==> src/hdl/nearest_neighbor_image_scaler_unit_assert.svh <==
// Assertion macros shared by the scaler modules.
`ifndef NEAREST_NEIGHBOR_IMAGE_SCALER_UNIT_ASSERT_SVH
`define NEAREST_NEIGHBOR_IMAGE_SCALER_UNIT_ASSERT_SVH

// The consequent must hold in the same cycle as the antecedent.
`define NNIS_ASSERT_NOW(label, clk, rst_n, ante, cons, msg) \
    label: assert property (@(posedge clk) disable iff (!rst_n) (ante) |-> (cons)) \
        else $error(msg);

// The consequent must hold in the cycle after the antecedent.
`define NNIS_ASSERT_NEXT(label, clk, rst_n, ante, cons, msg) \
    label: assert property (@(posedge clk) disable iff (!rst_n) (ante) |=> (cons)) \
        else $error(msg);

`endif

==> src/hdl/nnis_pkg.sv <==
// Shared constants, types and helper functions of the image scaler.
package nnis_pkg;

    // Largest image dimension and copy limit per source pixel.
    localparam int MAX_DIM     = 1024;
    localparam int MAX_HCOPIES = 64;

    // Derived widths.
    localparam int DIM_W = $clog2(MAX_DIM + 1);
    localparam int ERR_W = DIM_W + 1;
    localparam int CNT_W = $clog2(MAX_HCOPIES + 1);

    // Fixed field widths of the item payloads and configuration port.
    localparam int PIX_W     = 8;
    localparam int COL_W     = 10;
    localparam int ROW_W     = 10;
    localparam int REP_W     = 11;
    localparam int CFG_W     = 11;
    localparam int CFG_IDX_W = 2;

    // Configuration register indexes.
    localparam logic [CFG_IDX_W-1:0] REG_SRC_WIDTH  = 2'd0;
    localparam logic [CFG_IDX_W-1:0] REG_SRC_HEIGHT = 2'd1;
    localparam logic [CFG_IDX_W-1:0] REG_DST_WIDTH  = 2'd2;
    localparam logic [CFG_IDX_W-1:0] REG_DST_HEIGHT = 2'd3;

    // Commands from the controller to the datapath.
    typedef struct packed {
        logic init;
        logic accept;
        logic rows_step;
        logic col_step;
        logic emit;
        logic finish;
    } cmd_t;

    // Status from the datapath to the controller.
    typedef struct packed {
        logic src_col_zero;
        logic row_err_neg;
        logic col_err_neg;
        logic can_emit;
        logic slot_free;
    } sts_t;

    // Effective source size: zero acts as one, large values saturate.
    function automatic logic [DIM_W-1:0] clamp_src(input logic [CFG_W-1:0] v);
        logic [DIM_W-1:0] r;
        if (v == '0)
            r = DIM_W'(1);
        else if (int'(v) > MAX_DIM)
            r = DIM_W'(MAX_DIM);
        else
            r = DIM_W'(v);
        return r;
    endfunction

    // Effective destination size: zero follows the source size.
    function automatic logic [DIM_W-1:0] eff_dst(input logic [CFG_W-1:0] v,
                                                 input logic [DIM_W-1:0] src_eff);
        logic [DIM_W-1:0] r;
        if (v == '0)
            r = src_eff;
        else if (int'(v) > MAX_DIM)
            r = DIM_W'(MAX_DIM);
        else
            r = DIM_W'(v);
        return r;
    endfunction

endpackage

==> src/hdl/nnis_ctrl.sv <==
// Controller state machine that sequences the row count and copy loops.
`include "nearest_neighbor_image_scaler_unit_assert.svh"

module nnis_ctrl
    import nnis_pkg::*;
(
    input  logic clk,
    input  logic rst_n,
    input  logic cfg_wr_en,
    input  logic in_valid,
    output logic in_ready,
    output cmd_t cmd,
    input  sts_t sts
);

    typedef enum logic [2:0] {
        S_INIT,
        S_IDLE,
        S_ROWS,
        S_COLS
    } state_t;

    state_t state_reg, state_next;
    logic   in_ready_reg;

    assign in_ready = in_ready_reg;

    // Next state and datapath commands.
    always_comb
    begin
        state_next = state_reg;
        cmd        = '0;
        unique case (state_reg)
            S_INIT:
            begin
                cmd.init   = 1'b1;
                state_next = S_IDLE;
            end
            S_IDLE:
            begin
                if (in_valid && in_ready_reg)
                begin
                    cmd.accept = 1'b1;
                    state_next = sts.src_col_zero ? S_ROWS : S_COLS;
                end
            end
            S_ROWS:
            begin
                // Count destination rows for this line by repeated subtraction.
                if (sts.row_err_neg)
                    state_next = S_COLS;
                else
                    cmd.rows_step = 1'b1;
            end
            S_COLS:
            begin
                if (sts.col_err_neg)
                begin
                    cmd.finish = 1'b1;
                    state_next = S_IDLE;
                end
                else if (!sts.can_emit)
                    cmd.col_step = 1'b1;
                else if (sts.slot_free)
                begin
                    cmd.col_step = 1'b1;
                    cmd.emit     = 1'b1;
                end
            end
            default:
            begin
                state_next = S_INIT;
            end
        endcase
        // Any register write restarts the frame.
        if (cfg_wr_en)
        begin
            cmd        = '0;
            state_next = S_INIT;
        end
    end

    // State and registered ready.
    always_ff @(posedge clk or negedge rst_n)
    begin
        if (!rst_n)
        begin
            state_reg    <= S_INIT;
            in_ready_reg <= 1'b0;
        end
        else
        begin
            state_reg    <= state_next;
            in_ready_reg <= (state_next == S_IDLE);
        end
    end

    `NNIS_ASSERT_NOW(a_ready_only_idle, clk, rst_n, in_ready_reg, (state_reg == S_IDLE), "ready outside idle")
    `NNIS_ASSERT_NEXT(a_cfg_restarts, clk, rst_n, cfg_wr_en, (state_reg == S_INIT), "write did not restart")
    `NNIS_ASSERT_NEXT(a_accept_starts, clk, rst_n, (in_valid && in_ready_reg && !cfg_wr_en), (state_reg == S_ROWS || state_reg == S_COLS), "accepted item not started")

endmodule

==> config.mk <==
export PLATFORM = sky130hd
export DESIGN_NAME = nnis_ctrl
export DESIGN_NICKNAME = d
export VERILOG_FILES = /design/src/hdl/nnis_pkg.sv /design/src/hdl/nnis_ctrl.sv
export VERILOG_INCLUDE_DIRS = /design/src /design/src/hdl
export SDC_FILE = /design/constraint.sdc
export NUM_CORES = 1
export LEC_CHECK = 0
export CAP_MARGIN = 10
export CORE_AREA = 2 2 39 41
export CTS_BUF_LIST = sky130_fd_sc_hd__clkbuf_4
export DETAILED_ROUTE_END_ITERATION = 8
export DIE_AREA = 0 0 41 43
export DONT_BUFFER_PORTS = 1
export PLACE_DENSITY_LB_ADDON = 0.25
export SYNTH_ARGS = -nofsm -noshare
export SYNTH_HDL_FRONTEND = slang
export SYNTH_SLANG_ARGS = --single-unit
export TNS_END_PERCENT = 1
==> constraint.sdc <==
create_clock -name clk -period 1.1 [get_ports clk]
set_input_delay 0.055 -clock clk [delete_from_list [all_inputs] [get_ports clk]]
set_output_delay 0.055 -clock clk [all_outputs]
set_load 0.005 [all_outputs]
Yosys cells after proc, flatten, opt, wreduce, memory -nomap -nowiden
Cells that the tools add are included.

storage, ports and cells
  input port bits = 9
  logic and storage cells = 26
  register bits after elaboration = 4

cells by class
  multiplexer cells = 18
  reductions and logical operators = 2
  equal/unequal tests = 4

operators by type and width
  operator            count
  $mux 3              5
  $pmux 3 s4          1
  $mux 1              9
  $eq 3x1->1 const B  2
  $eq 3x2->1 const B  2
  $mux 6              1
  $mux 2              2
  $logic_not 3->1     1
  $logic_and 1x1->1   1

Depth between registers and ports, before layout
  depth in word-level cells = 5
  mapped depth = 3

Least setup slack after synthesis
Ideal clock, no wire load.

  path type = flip-flop to flip-flop
  start point = reg state_reg[0]
  end point = reg in_ready_reg, in the netlist in_ready
  data required time = 976 ps
  buffers on the path = 0
  arrival = 1,012 ps
  slack = -36 ps
  setup time = 124 ps
  cell stages (with the launch flop) = 4
  cell sequence = dfrtp_1 > or3b_1 > o311a_2 > o31a_1

between the ends
  cells in the longest elaborated chain, start to end = 4
  elaborated cells on any way between the ends = 10

RTL lines
  element                                   RTL line         text
  start, declared                           nnis_ctrl.sv:23  state_t state_reg, state_next;
  start signal, assigned                    nnis_ctrl.sv:93  state_reg <= state_next;
  $eq 3x2->1, or another cell as far along  nnis_ctrl.sv:33  unique case (state_reg)
  $pmux 3 s4 (*)                            nnis_ctrl.sv:33
  $mux 3 (*)                                nnis_ctrl.sv:76  if (cfg_wr_en)
  via state_next[0]                         nnis_ctrl.sv:23
  $eq 3x1->1 (*)                            nnis_ctrl.sv:94  in_ready_reg <= (state_next == S_IDLE);
  end signal, assigned                      nnis_ctrl.sv:94
  end, declared                             nnis_ctrl.sv:24  logic in_ready_reg;

The timed path passes the listed nets; every way through them passes the cells marked *.

==> run_results.csv <==
group,metric,value,unit
clock_network,cts.path.max_buffers,2,
power,p_per_area,1110,nW/um^2
global_routing,grt.total_usage,0.0837,
final_layout,final_area,345,um^2
placed_design,dp_hpwl,468,um
placed_design,gp_congestion,0.621,
route,vias,223,
clock_network,cts_tree,"done",
placed_design,place_inst,42,
power,p_int,297,uW
clock_network,clock_latency,230,ps
worst_setup_path,worstPathRequired,1040,ps
logic_synthesis,syn-cell-area,218,um^2
global_routing,grt.overflow.total,0,
global_routing,grt_first_pass_wirelength,910,um
clock_network,clockRootBuffer,"clkbuf_4",
logic_synthesis,yosysTopAreaCell,"dfrtp_1",
power,power.leakage,0.143,nW
global_routing,grt_max_degree,7,
worst_setup_path,path_class,"reg -> out",
floorplanning,die_x,41,um
timing,finalCritPeriodShare,1.11,
worst_setup_path,rrSetupSlack,-70,ps
final_layout,layout_commonest_cell,"buf_4",
logic_synthesis,syn_inst,23,
worst_setup_path,worstPathMaxFanout,4,
power,total_power,382,uW
logic_synthesis,syn_avg_cell_area,9.47,um^2
clock_network,postCtsHoldBufs,2,
logic_synthesis,synth_cell_types,16,
timing,whs,14.5,ps
power,vdd_drop_max,0.564,mV
worst_setup_path,reg2reg_to,"in_ready$_DFF_PN0_",
timing,fmax,0.821,GHz
power,p_comb_frac,0.089,
timing,drv_slew,0,
final_layout,antennaDiodeCount,0,
worst_setup_path,cp-endpoint,"cmd[3]",
placed_design,post-place-ws,-39.9,ps
clock_network,cts_buffers,3,
final_layout,largest_reg_flops,3,
logic_synthesis,synthDominantCellAreaShare,0.460,
route,dr.pass1.iters,2,
route,wl,616,um
timing,setup_viol,7,
global_routing,antenna_found_initial,0,
power,pwr-share-seq,0.429,
clock_network,clkSinkCount,4,
worst_setup_path,critPathLaunch,"state_reg[0]$_DFF_PN0_",
route,drt_iter0_drc,1,
route,drcViolationCount,0,
logic_synthesis,synth_warnings,0,
clock_network,clkTransAtPathRegs,40,ps
timing,rsz0062_at_grt,"true",
worst_setup_path,cp_data_arrival_time,1160,ps
power,clockPowerShare,0.482,
clock_network,cts.htree.levels,1,
route,avgRoutedWirePerCell,12.8,um
worst_setup_path,worstSetupStartpointType,"flip-flop",
timing,finClkSkew,0.0473,ps
status,status,"complete, but fails checks",
timing,fin_crit,1220,ps
final_layout,layout-drive-gt1-share,0.500,
floorplanning,die_area,1760,um^2
hold_path,worst_hold_path_type,"in -> reg",
final_layout,areaGrowthSynthToFinish,58.6,%
logic_synthesis,syn-num-nets,32,
worst_setup_path,r2r-start,"state_reg[0]$_DFF_PN0_",
floorplanning,fp.coreArea,1380,um^2
route,via_per_inst,4.65,
power,p_sw_frac,0.224,
placed_design,place_area,260,um^2
floorplanning,start_util,0.157,
worst_setup_path,reg2reg_depth,3,
worst_setup_path,worstSetupEndpointType,"output pin",
floorplanning,top_level_ports,16,
final_layout,layout.nets,43,
timing,finalHoldViolations,0,
floorplanning,die_y,43,um
logic_synthesis,ys_seq_area_frac,0.460,
final_layout,layout_common_cells,"buf_4, clkbuf_4, dfrtp_1",
floorplanning,rows,14,
logic_synthesis,ys_ff_latch,4,
power,p_sw,85.5,uW
status,violations,"setup timing",
global_routing,grt_pass1_vias,241,
route,ant_nets,0,
run,cap_violations,0,
final_layout,finalNonFillerCells,48,
timing,worst_slack,-118,ps
placed_design,port_buffers,0,
logic_synthesis,synth.area.top_cells,"dfrtp_1, nor4_1, o311a_2, and4_2, nand4b_1",
==> timing repair <==
item / 4_1_cts / 5_1_grt
pin swaps: 2 / 0
buffers inserted: 0 / 1
hold endpoints to repair: 5 / 1
gates resized for setup: 7 / 1
setup endpoints to repair: 7 / 7
==> worst max-delay path, stage by stage, from the launching register on <==
cell and delay (ps):
dfrtp_1 400, or3b_4 400, nor3_4 130
==> kinds of logic after synthesis <==
group / after synthesis / synth area share
AOI/OAI and AO/OA: 4 / 0.144
buffers and inverters: 2 / 0.0345
DFF: 4 / 0.460
other: 1 / 0.0172
and+or+nand+nor: 12 / 0.345
==> cells in the mapped netlist <==
cell type / instances
nand3_1: 1
conb_1: 1
nor2_1: 2
o311a_2: 1
nor4_1: 3
nor3_1: 1
dfrtp_1: 4
o31a_1: 1
a31oi_1: 1
and3_2: 1
or3b_1: 1
inv_1: 2
a21oi_1: 1
nand4b_1: 1
nand2_1: 1
and4_2: 1
==> per-layer routing <==
layer / track usage / routed length, um
met1: 0.0684 / 227
met2: 0.128 / 311
met3: 0.0471 / 77
met4: 0.0800 / 0
met5: 0 / 0
==> per-stage QoR <==
step / setup TNS (ps) / util
floorplan: -13.1 / -
global placement: -14.0 / 0.188
detailed placement: -39.9 / 0.188
CTS: -509 / 0.240
global route: -920 / 0.250
finish: -457 / 0.250
==> worst min path at each step <==
stage | from | to | slack, ps | depth (start not counted)
finish | cfg_wr_en | state_reg[0]$_DFF_PN0_ | 10 | 2
floorplan | rst_n | in_ready$_DFF_PN0_ | -240 | 0
detailed placement | rst_n | state_reg[2]$_DFF_PN0_ | -240 | 0
CTS | cfg_wr_en | state_reg[0]$_DFF_PN0_ | 5 | 2
global placement | rst_n | state_reg[2]$_DFF_PN0_ | -240 | 0
global route | cfg_wr_en | state_reg[0]$_DFF_PN0_ | -2 | 2
==> power by group through the flow <==
stage | registers, mW | logic (mW) | clock network (mW)
finish | 0.164 | 0.0341 | 0.184
global placement | 0.162 | 0.0222 | 0
CTS | 0.163 | 0.0341 | 0.197
detailed placement | 0.162 | 0.0229 | 0
global route | 0.165 | 0.0381 | 0.216
floorplan | 0.163 | 0.0121 | 0
==> cell type report <==
| class | count | area [um^2] |
|---|---|---|
| Fill cell | 153 | 1040 |
| Multi-Input combinational cell | 17 | 144 |
| Inverter | 2 | 7.51 |
| Timing Repair Buffer | 6 | 50.0 |
| Clock buffer | 3 | 22.5 |
| Tap cell | 16 | 20.0 |
| Sequential cell | 4 | 101 |
Note: power is estimated with default switching activity, not from simulation.
